==> src/rtl/scm_pkg.sv <==
// shared types and constants for the sysex config message decoder
// no dependencies; imported by every module of the block
package scm_pkg;

   localparam logic [7:0] SYSEX_START = 8'hF0;
   localparam logic [7:0] SYSEX_END = 8'hF7;
   localparam logic [7:0] CMD_DUMP_REQ = 8'h01;
   localparam logic [7:0] CMD_CONFIG_WR = 8'h03;

   localparam int IdW = 7;
   localparam int IndexW = 6;
   localparam int PosW = 3;
   localparam int SlotW = 3;
   localparam int CsrAddrW = 1;
   localparam int RspDataW = 24;

   localparam logic [PosW-1:0] POS_PAYLOAD = 3'd4;
   localparam logic [SlotW-1:0] SLOT_PREFIX = 3'd0;
   localparam logic [SlotW-1:0] SLOT_LAST = 3'd7;

   localparam logic [CsrAddrW-1:0] CSR_MANUFACTURER_ID = 1'b0;
   localparam logic [CsrAddrW-1:0] CSR_DEVICE_ID = 1'b1;

   localparam logic [IdW-1:0] MANUFACTURER_ID_RESET = 7'd125;
   localparam logic [IdW-1:0] DEVICE_ID_RESET = 7'd3;

   typedef enum logic [2:0] {
      ST_NOT_SYSEX = 3'd0,
      ST_WRONG_ID = 3'd1,
      ST_DUMP_REQ = 3'd2,
      ST_CONFIG_OK = 3'd3,
      ST_WRONG_LEN = 3'd4,
      ST_UNKNOWN_CMD = 3'd5
   } status_type;

   typedef struct packed {
      logic [7:0] in_byte;
      logic is_last;
   } item_type;

   typedef struct packed {
      logic byte_valid;
      logic [7:0] decoded_byte;
      logic [IndexW-1:0] byte_index;
      logic done_res;
      status_type status;
   } result_type;

endpackage

==> src/rtl/scm_in_stage.sv <==
// input register stage of the sysex config message decoder
// depends on scm_pkg for the item type
module scm_in_stage (
   input logic clock,
   input logic reset,
   input logic req_tvalid,
   output logic req_tready,
   input scm_pkg::item_type req_item,
   output logic stage_valid,
   input logic stage_ready,
   output scm_pkg::item_type stage_item
);
   import scm_pkg::*;

   logic valid_ff;
   item_type item_ff;

   assign req_tready = !valid_ff || stage_ready;
   assign stage_valid = valid_ff;
   assign stage_item = item_ff;

   always_ff @(posedge clock) begin
      if (reset) begin
         valid_ff <= 1'b0;
      end else if (req_tready) begin
         valid_ff <= req_tvalid;
      end
   end

   always_ff @(posedge clock) begin
      if (req_tready) begin
         item_ff <= req_item;
      end
   end

endmodule

==> src/rtl/scm_decode.sv <==
// message state, id registers, byte unpacking and result register
// depends on scm_pkg for types, codes and constants
module scm_decode #(
   parameter int CONFIG_BYTES = 64
) (
   input logic clock,
   input logic reset,
   input logic in_valid,
   output logic in_ready,
   input scm_pkg::item_type in_item,
   output logic out_valid,
   input logic out_ready,
   output scm_pkg::result_type out_result,
   input logic csr_we,
   input logic [scm_pkg::CsrAddrW-1:0] csr_addr,
   input logic [scm_pkg::IdW-1:0] csr_wdata
);
   import scm_pkg::*;

   localparam int CntW = $clog2(CONFIG_BYTES + 1);
   localparam logic [CntW-1:0] CntFull = CntW'(CONFIG_BYTES);

   logic [IdW-1:0] manufacturer_id_ff;
   logic [IdW-1:0] device_id_ff;

   logic [PosW-1:0] position_ff, position_in;
   logic start_ok_ff, start_ok_in;
   logic ids_ok_ff, ids_ok_in;
   logic [7:0] command_ff, command_in;
   logic [7:0] prefix_ff, prefix_in;
   logic [SlotW-1:0] slot_ff, slot_in;
   logic [CntW-1:0] count_ff, count_in;

   logic out_valid_ff;
   result_type result_ff, result_in;

   logic take;
   logic [SlotW-1:0] bit_sel;
   logic [CntW+IndexW-1:0] count_wide;

   assign in_ready = !out_valid_ff || out_ready;
   assign take = in_valid && in_ready;
   assign out_valid = out_valid_ff;
   assign out_result = result_ff;
   assign bit_sel = slot_ff - SlotW'(1);
   assign count_wide = {{IndexW{1'b0}}, count_ff};

   always_comb begin
      position_in = position_ff;
      start_ok_in = start_ok_ff;
      ids_ok_in = ids_ok_ff;
      command_in = command_ff;
      prefix_in = prefix_ff;
      slot_in = slot_ff;
      count_in = count_ff;
      result_in = '0;
      result_in.status = ST_NOT_SYSEX;
      if (in_item.is_last) begin
         result_in.done_res = 1'b1;
         if (position_ff < POS_PAYLOAD || !start_ok_ff || in_item.in_byte != SYSEX_END) begin
            result_in.status = ST_NOT_SYSEX;
         end else if (!ids_ok_ff) begin
            result_in.status = ST_WRONG_ID;
         end else if (command_ff == CMD_DUMP_REQ) begin
            result_in.status = ST_DUMP_REQ;
         end else if (command_ff == CMD_CONFIG_WR) begin
            result_in.status = (count_ff == CntFull) ? ST_CONFIG_OK : ST_WRONG_LEN;
         end else begin
            result_in.status = ST_UNKNOWN_CMD;
         end
         position_in = '0;
         start_ok_in = 1'b0;
         ids_ok_in = 1'b0;
         command_in = '0;
         prefix_in = '0;
         slot_in = SLOT_PREFIX;
         count_in = '0;
      end else begin
         case (position_ff)
            3'd0: begin
               start_ok_in = (in_item.in_byte == SYSEX_START);
            end
            3'd1: begin
               ids_ok_in = (in_item.in_byte == {1'b0, manufacturer_id_ff});
            end
            3'd2: begin
               ids_ok_in = ids_ok_ff && (in_item.in_byte == {1'b0, device_id_ff});
            end
            3'd3: begin
               command_in = in_item.in_byte;
            end
            default: begin
               if (start_ok_ff && ids_ok_ff && command_ff == CMD_CONFIG_WR
                   && count_ff < CntFull) begin
                  if (slot_ff == SLOT_PREFIX) begin
                     prefix_in = in_item.in_byte;
                     slot_in = SlotW'(1);
                  end else begin
                     result_in.byte_valid = 1'b1;
                     result_in.decoded_byte = in_item.in_byte | {prefix_ff[bit_sel], 7'b0};
                     result_in.byte_index = count_wide[IndexW-1:0];
                     count_in = count_ff + CntW'(1);
                     slot_in = (slot_ff == SLOT_LAST) ? SLOT_PREFIX : slot_ff + SlotW'(1);
                  end
               end
            end
         endcase
         if (position_ff < POS_PAYLOAD) begin
            position_in = position_ff + PosW'(1);
         end
      end
   end

   always_ff @(posedge clock) begin
      if (reset) begin
         manufacturer_id_ff <= MANUFACTURER_ID_RESET;
         device_id_ff <= DEVICE_ID_RESET;
      end else if (csr_we) begin
         case (csr_addr)
            CSR_MANUFACTURER_ID: manufacturer_id_ff <= csr_wdata;
            CSR_DEVICE_ID: device_id_ff <= csr_wdata;
            default: ;
         endcase
      end
   end

   always_ff @(posedge clock) begin
      if (reset) begin
         position_ff <= '0;
         start_ok_ff <= 1'b0;
         ids_ok_ff <= 1'b0;
         command_ff <= '0;
         prefix_ff <= '0;
         slot_ff <= SLOT_PREFIX;
         count_ff <= '0;
         out_valid_ff <= 1'b0;
      end else begin
         if (take) begin
            position_ff <= position_in;
            start_ok_ff <= start_ok_in;
            ids_ok_ff <= ids_ok_in;
            command_ff <= command_in;
            prefix_ff <= prefix_in;
            slot_ff <= slot_in;
            count_ff <= count_in;
         end
         if (in_ready) begin
            out_valid_ff <= in_valid;
         end
      end
   end

   always_ff @(posedge clock) begin
      if (take) begin
         result_ff <= result_in;
      end
   end

   a_pos_sat: assert property (@(posedge clock) disable iff (reset)
      position_ff <= POS_PAYLOAD)
      else $error("position past payload start");

   a_count_cap: assert property (@(posedge clock) disable iff (reset)
      count_ff <= CntFull)
      else $error("unpacked byte count past limit");

   a_clear_on_last: assert property (@(posedge clock) disable iff (reset)
      take && in_item.is_last |=> position_ff == '0 && count_ff == '0 && slot_ff == SLOT_PREFIX)
      else $error("message state not cleared after final byte");

   a_byte_not_done: assert property (@(posedge clock) disable iff (reset)
      out_valid_ff && result_ff.byte_valid |-> !result_ff.done_res)
      else $error("unpacked byte on final item");

   a_status_on_done: assert property (@(posedge clock) disable iff (reset)
      out_valid_ff && !result_ff.done_res |-> result_ff.status == ST_NOT_SYSEX)
      else $error("status set on non-final item");

endmodule

==> src/rtl/sysex_config_message_decoder.sv <==
// top level of the sysex config message decoder
// channel   | dir | signals                               | content
// req       | in  | req_tvalid req_tready req_tdata tlast | one message byte, tlast on final
// rsp       | out | rsp_tvalid rsp_tready rsp_tdata tuser | one result item per input item
// csr       | in  | csr_we csr_addr csr_wdata             | id register writes
// one item in and one result out per cycle when rsp_tready stays high
// each item passes the input register, then the result register
// reset clears message state, valid flags and loads default ids
// a stalled rsp holds its item; req keeps taking items until both registers are full
// depends on scm_pkg, scm_in_stage, scm_decode
module sysex_config_message_decoder #(
   parameter int CONFIG_BYTES = 64
) (
   input logic clock,
   input logic reset,
   input logic req_tvalid,
   output logic req_tready,
   input logic [7:0] req_tdata,   // [7:0] in_byte
   input logic req_tlast,
   output logic rsp_tvalid,
   input logic rsp_tready,
   output logic [scm_pkg::RspDataW-1:0] rsp_tdata, // decoded_byte, byte_index, status, zeros
   output logic rsp_tuser,        // byte_valid
   output logic rsp_tlast,
   input logic csr_we,
   input logic [scm_pkg::CsrAddrW-1:0] csr_addr,
   input logic [scm_pkg::IdW-1:0] csr_wdata
);
   import scm_pkg::*;

   item_type req_item;
   item_type stage_item;
   logic stage_valid;
   logic stage_ready;
   result_type result;

   assign req_item.in_byte = req_tdata;
   assign req_item.is_last = req_tlast;

   scm_in_stage u_in_stage (
      .clock(clock),
      .reset(reset),
      .req_tvalid(req_tvalid),
      .req_tready(req_tready),
      .req_item(req_item),
      .stage_valid(stage_valid),
      .stage_ready(stage_ready),
      .stage_item(stage_item)
   );

   scm_decode #(
      .CONFIG_BYTES(CONFIG_BYTES)
   ) u_decode (
      .clock(clock),
      .reset(reset),
      .in_valid(stage_valid),
      .in_ready(stage_ready),
      .in_item(stage_item),
      .out_valid(rsp_tvalid),
      .out_ready(rsp_tready),
      .out_result(result),
      .csr_we(csr_we),
      .csr_addr(csr_addr),
      .csr_wdata(csr_wdata)
   );

   assign rsp_tdata = {7'b0, result.status, result.byte_index, result.decoded_byte};
   assign rsp_tuser = result.byte_valid;
   assign rsp_tlast = result.done_res;

endmodule

==> config.mk <==
export PLATFORM = sky130hd
export DESIGN_NAME = sysex_config_message_decoder
export DESIGN_NICKNAME = d
export VERILOG_FILES = /design/src/rtl/scm_pkg.sv /design/src/rtl/scm_in_stage.sv /design/src/rtl/scm_decode.sv /design/src/rtl/sysex_config_message_decoder.sv
export SDC_FILE = /design/constraint.sdc
export NUM_CORES = 1
export LEC_CHECK = 0
export ABC_AREA = 0
export BUFFER_PORTS_ARGS = -buffer_cell sky130_fd_sc_hd__buf_2
export CORE_MARGIN = 2
export CORE_UTILIZATION = 55
export CTS_CLUSTER_DIAMETER = 120
export DETAILED_ROUTE_END_ITERATION = 16
export PLACE_DENSITY = 0.77
export SYNTH_ARGS = -nofsm -noshare
export SYNTH_HDL_FRONTEND = slang
export SYNTH_SLANG_ARGS = --single-unit
==> constraint.sdc <==
create_clock -name clock -period 3.28 [get_ports clock]
set_clock_uncertainty 0.1 [all_clocks]
set_input_delay 0.656 -clock clock [delete_from_list [all_inputs] [get_ports clock]]
set_output_delay 0.656 -clock clock [all_outputs]
set_load 0.05 [all_outputs]
After elaboration in Yosys (flattened, before gate mapping)
Cells that the tools add are included.
- add/sub/neg operators: 4
- order comparisons: 3
- reductions and logical operators: 35
- bitwise operators: 5
- multiplexer cells: 30
- eq/ne operators: 13
- operators with widths (kind ; count):
    two-way mux 8 bit ; 6
    two-way mux 3 bit ; 12
    two-way mux 7 bit ; 4
    equality test 8 x 7 -> 1 bit ; 2
    two-way mux 15 bit ; 1
    AND reduction 2 bit ; 6
    nonzero test 2 bit ; 5
    equality test 8 x 1 -> 1 bit, second input constant ; 1
    equality test 8 x 2 -> 1 bit, second input constant ; 1
    equality test 8 bit, second input constant ; 1
    != test 8 bit, second input constant ; 1
    bitwise OR 8 bit ; 1
    AND reduction 4 bit ; 2
    OR reduction 4 bit ; 2
    adder 7 x 1 -> 7 bit, second input constant ; 1
    equality test 7 bit, second input constant ; 1
    < comparator 7 bit, second input constant ; 1
    OR reduction 7 bit ; 1
    adder 3 x 1 -> 3 bit, second input constant ; 2
    equality test 3 x 2 -> 1 bit, second input constant ; 2
    zero test 3 bit ; 2
    OR reduction 6 bit ; 1
    logical AND 1 bit ; 5
    logical OR 1 bit ; 4
    17 further kinds ; 25
- register bits: 75
- word-level logic and storage cells: 110
- input port bits: 22
- output and inout bits: 28

Depth between registers and ports, before layout
- depth after elaboration: 7
- mapped depth: 8
- depth with buffers taken out: 7

By module
A second synthesis with hierarchy kept.
- cells, all modules: 346
- area, all modules: 3482.1 µm²
- by module, submodules not included (module ; cells an instance ; area each (µm²) ; times used ; seq. area each (µm²)):
    scm_decode ; 325 ; 3109.2 ; 1 ; 1491.4
    scm_in_stage ; 13 ; 316.6 ; 1 ; 290.3
    sysex_config_message_decoder ; 8 ; 56.3 ; 1 ; 0.0

Least setup slack after synthesis
Ideal clock, no wire load.
- path type: input port to flip-flop
- from: in rsp_tready
- to: reg u_decode.result_ff, in the netlist u_decode.out_result[0], enable pin
- stages on the path: 6
- arrival time: 2.092 ns
- setup slack: 0.698 ns
- buffers on the path: 3
- library setup time: 0.391 ns
- required time: 2.789 ns
- path through: nor2b_1 > nand2b_1 > clkbuf_1 > inv_1 > clkbuf_1 > buf_1
- word-level cells in the longest chain between the ends: 2
- RTL lines (element ; line ; RTL):
    start: declaration ; sysex_config_message_decoder.sv:21 ; input logic rsp_tready,
    logical OR 1 bit ; scm_decode.sv:41 ; assign in_ready = !out_valid_ff || out_ready;
    logical AND 1 bit ; scm_decode.sv:42 ; assign take = in_valid && in_ready;
    named net u_decode.take ; scm_decode.sv:37 ; logic take;
    end signal: assignment ; scm_decode.sv:155 ; result_ff <= result_in;
    end: declaration ; scm_decode.sv:35 ; result_type result_ff, result_in;
The timed path passes the listed nets, and every way through them passes these cells.
A chain may end at the register's enable or synchronous reset.

Worst setup path in the final report
- from: reg u_decode.command_ff[7]
- to: reg u_decode.result_ff, in the netlist u_decode.out_result[14], data pin
- word-level cells in the longest chain between the ends: 5
- RTL lines (element ; line ; RTL):
    start: declaration ; scm_decode.sv:29 ; logic [7:0] command_ff, command_in;
    start signal: assignment ; scm_decode.sv:142 ; command_ff <= command_in;
    equality test 8 x 2 -> 1 bit ; scm_decode.sv:93 ; if (start_ok_ff && ids_ok_ff && command_ff == CMD_CONFIG_WR
    logical AND 1 bit ; scm_decode.sv:93 ;
    logical AND 1 bit ; scm_decode.sv:94 ; && count_ff < CntFull) begin
    NOT 1 bit (no line) ; n/a ;
    OR reduction 7 bit (no line) ; n/a ;
No other way between the ends.

==> flow_metrics.py <==
metrics = {
    "yosys": {
        "syn_inst": 329,
        "synth_async_sr_flop_share": 0,
        "synthDistinctLibCells": 50,
        "synthTopCellsByArea": "dfxtp_1 28%, edfxtp_1 25%, ha_1 4.0%, nand2_1 3.7%, a21oi_1 3.4%",
        "yosys_warnings": 0,
        "yosysTopAreaCell": "dfxtp_1",
        "yosys_most_used_dff": "dfxtp_1",
        "syn-cell-area_um2": 3410,
        "seq_area_frac_synth": 0.522,
        "ys_ff_latch": 75,
        "synth_area_per_cell_um2": 10.4,
        "synth_top_area_share": 0.276,
        "synth_edf_count": 28,
    },
    "place": {
        "port_buffers": 42,
        "dp_hpwl_um": 4910,
        "dpl.cell_count": 429,
        "routabilityCongestion": 0.813,
        "placed_area_um2": 3630,
    },
    "global_routing": {
        "grt_pass1_vias": 2382,
        "overflow": 0,
        "busiest_layer": "met2",
        "grt_max_degree": 40,
        "met2_usage": 0.368,
        "grt_use_met3": 0.0543,
        "antenna_found_initial": 0,
        "met1_usage": 0.296,
        "track_usage": 0.229,
        "grt_pass1_wl_um": 11500,
    },
    "hold_path": {
        "min-delay-path-class": "reg -> reg",
        "hold_path.startpoint": "u_decode.command_ff[3]$_SDFFE_PP0P_",
    },
    "sta": {
        "slew_headroom": 0.492,
        "finalHoldViolCount": 0,
        "min_period_ns": 2.38,
        "clock.fmax_mhz": 420,
        "finalSetupTns_ns": 0,
        "post-route-period-util": 0.726,
        "rsz0062_at_grt": "no",
        "finalSetupViolCount": 0,
        "tightest_slew_ns": 0.762,
        "maxSlewViolCount": 0,
    },
    "route": {
        "wl_per_cell_um": 16.0,
        "drtIter0Drc": 249,
        "avgViaCountPerCell": 5.81,
        "routed_wl_um": 7120,
        "first_pass_iters": 6,
        "drc_errors": 0,
        "vias": 2585,
        "ant_nets": 0,
    },
    "setup_path": {
        "crit_fanout": 15,
        "setup.worst_path.class": "reg -> reg",
        "path_cells": "or4bb_1 -> nor3_1 -> nor3b_2 -> and2_1",
        "crit_required_ns": 3.40,
        "critPathTopFamily": "simple AND/OR/NAND/NOR gates",
        "worstReg2RegStart": "u_decode.command_ff[7]$_SDFFE_PP0P_",
        "endpoint_kind": "flop",
        "startpoint": "u_decode.command_ff[7]$_SDFFE_PP0P_",
        "arrival_ns": 2.50,
        "worst_path_max_delay_cell": "or4bb_1",
        "cp-start-kind": "flop",
        "path_buf_inv": 0,
        "max_stage_delay_ns": 0.61,
    },
    "die": {
        "coreArea_um2": 5960,
        "core.rowCount": 28,
        "dieHeight_um": 82.8,
        "boundaryPins": 50,
        "die-area_um2": 6850,
        "die_w_um": 82.8,
        "initial_utilization": 0.573,
    },
    "cts": {
        "cts_htree_levels": 3,
        "clockBufferDepth": 2,
        "cts.clk_slew.worst_paths_ns": 0.08,
        "cts_post_setup_buffers_inserted": 0,
        "cts_buffers": 9,
        "cts_hold_buffers": 0,
        "tritoncts": "done",
        "cts_resized": 0,
        "cts-root-buf": "clkbuf_8",
        "clock_latency_ns": 0.35,
        "clock-sinks": 75,
    },
    "layout": {
        "layout.nets": 398,
        "layout-drive-gt1-share": 0.186,
        "design_area_um2": 3870,
        "post-route-util": 0.650,
        "n_antenna_cell": 0,
        "layoutNonFillerInstCount": 445,
        "syn2layout_area_growth_pct": 13.5,
        "fillers": 519,
    },
    "power": {
        "clockPowerShare": 0.416,
        "swShare": 0.243,
        "p_per_area_nw_per_um2": 527,
        "seq_power_share": 0.503,
        "ir_drop_mv": 0.315,
        "switching_power_uw": 495,
        "p_int_mw": 1.54,
        "combPwrFrac": 0.081,
        "power.total_mw": 2.04,
        "p_leak_nw": 1.45,
    },
    "run_status": {
        "run_status": "complete, no violations",
    },
    "run": {
        "drv_cap": 0,
    },
}
kinds of logic (layout without fill, tap and decap cells):
group | Yosys count | after routing | share of synthesized area
muxes | 4 | 4 | 0.0194
and+or+nand+nor | 127 | 127 | 0.216
buffers and inverters | 35 | 70 | 0.0473
AOI/OAI and AO/OA | 61 | 61 | 0.115
DFF | 75 | 75 | 0.522
adders and majority gates | 11 | 11 | 0.0404
xor gates and xnor gates | 15 | 15 | 0.0385
other | 1 | 7 | 0.00110
cell usage after synthesis (8+ instances only):
cell,number
nand3b_1,8
ha_1,11
a22o_1,8
and2_1,14
nor2_1,16
a21oi_1,23
inv_1,9
nand4b_1,11
o21ai_0,10
nand2_1,34
dfxtp_1,47
edfxtp_1,28
clkbuf_1,14
xor2_1,9
flip-flops by register name, summed over array words and instances, names as in the netlist:
register,flops
u_decode.manufacturer_id_ff,7
u_in_stage.stage_valid,1
u_decode.start_ok_ff,1
u_in_stage.stage_item,9
u_decode.prefix_ff,8
u_decode.out_valid,1
u_decode.count_ff,7
u_decode.device_id_ff,7
u_decode.slot_ff,3
u_decode.position_ff,3
u_decode.ids_ok_ff,1
u_decode.out_result,19
u_decode.command_ff,8
layer usage:
layer	part of all wire	up-vias
met5	0	-
met3	0.063	15
li1	-	1242
met2	0.48	100
met1	0.44	1228
met4	0.018	0
power groups by stage:
stage	Combinational (mW)	Clock (mW)	Sequential (mW)
floorplan	0.0975	0	1.07
global placement	0.161	0	1.04
detailed placement	0.165	0	1.05
CTS	0.166	0.859	1.02
global route	0.179	0.900	1.03
finish	0.165	0.849	1.03
through the flow:
step / hold slack [ns] / setup WS [ns]
2_1_floorplan: 0.331 / 0.698
3_3_place_gp: 0.342 / 0.831
3_5_place_dp: 0.347 / 0.748
4_1_cts: 0.358 / 0.922
5_1_grt: 0.363 / 0.724
6_report: 0.355 / 0.899
final cells by class:
type	instances	area, um^2	share of cell area
sequential	75	1780	0.460
timing repair buffer	45	233	0.0601
inverter	9	33.8	0.00873
clock inverter	7	115	0.0297
clock buffer	9	124	0.0320
multi-input combinational	225	1490	0.385
tap	75	93.8	0.0242
placed cells by master (no fill, tap or decap), types with 2 or more instances in the layout:
master / n
buf_2: 42
dfxtp_1: 47
nand4_1: 6
or2_2: 2
clkbuf_8: 9
a21oi_1: 23
a211o_1: 2
xnor2_1: 6
a41oi_1: 3
o22ai_1: 2
conb_1: 7
nand4b_1: 11
a32oi_1: 2
mux4_2: 2
buf_4: 3
nand2b_1: 3
bufinv_16: 3
edfxtp_1: 28
nor2b_1: 5
and2_1: 14
nand2_1: 34
a211oi_1: 2
and3_1: 5
nor3_1: 3
or4_1: 3
nor2_1: 16
nand3b_1: 8
o31ai_1: 2
nor4_1: 4
a22o_1: 8
nand3_1: 7
ha_1: 11
inv_1: 9
xor2_1: 9
o21ai_0: 10
worst paths after layout:
| check | to | slack, ns | depth (start not counted) |
|---|---|---|---|
| max | u_decode.out_result[14]$_SDFFCE_PP0P_ | 0.90 | 4 |
| min | u_decode.command_ff[3]$_SDFFE_PP0P_ | 0.36 | 2 |
| max reg2reg | u_decode.out_result[14]$_SDFFCE_PP0P_ | 0.90 | 4 |
| min reg2reg | u_decode.command_ff[3]$_SDFFE_PP0P_ | 0.36 | 2 |
worst min-delay path: cells and delay by family, from the launching register on:
kind / cells / cell delay, ns
AND/OR/NAND/NOR: 1 / 0.05
AO/OA/AOI/OAI: 1 / 0.05
flip-flops: 1 / 0.32
No activity file was read; power rests on OpenSTA's default activity.
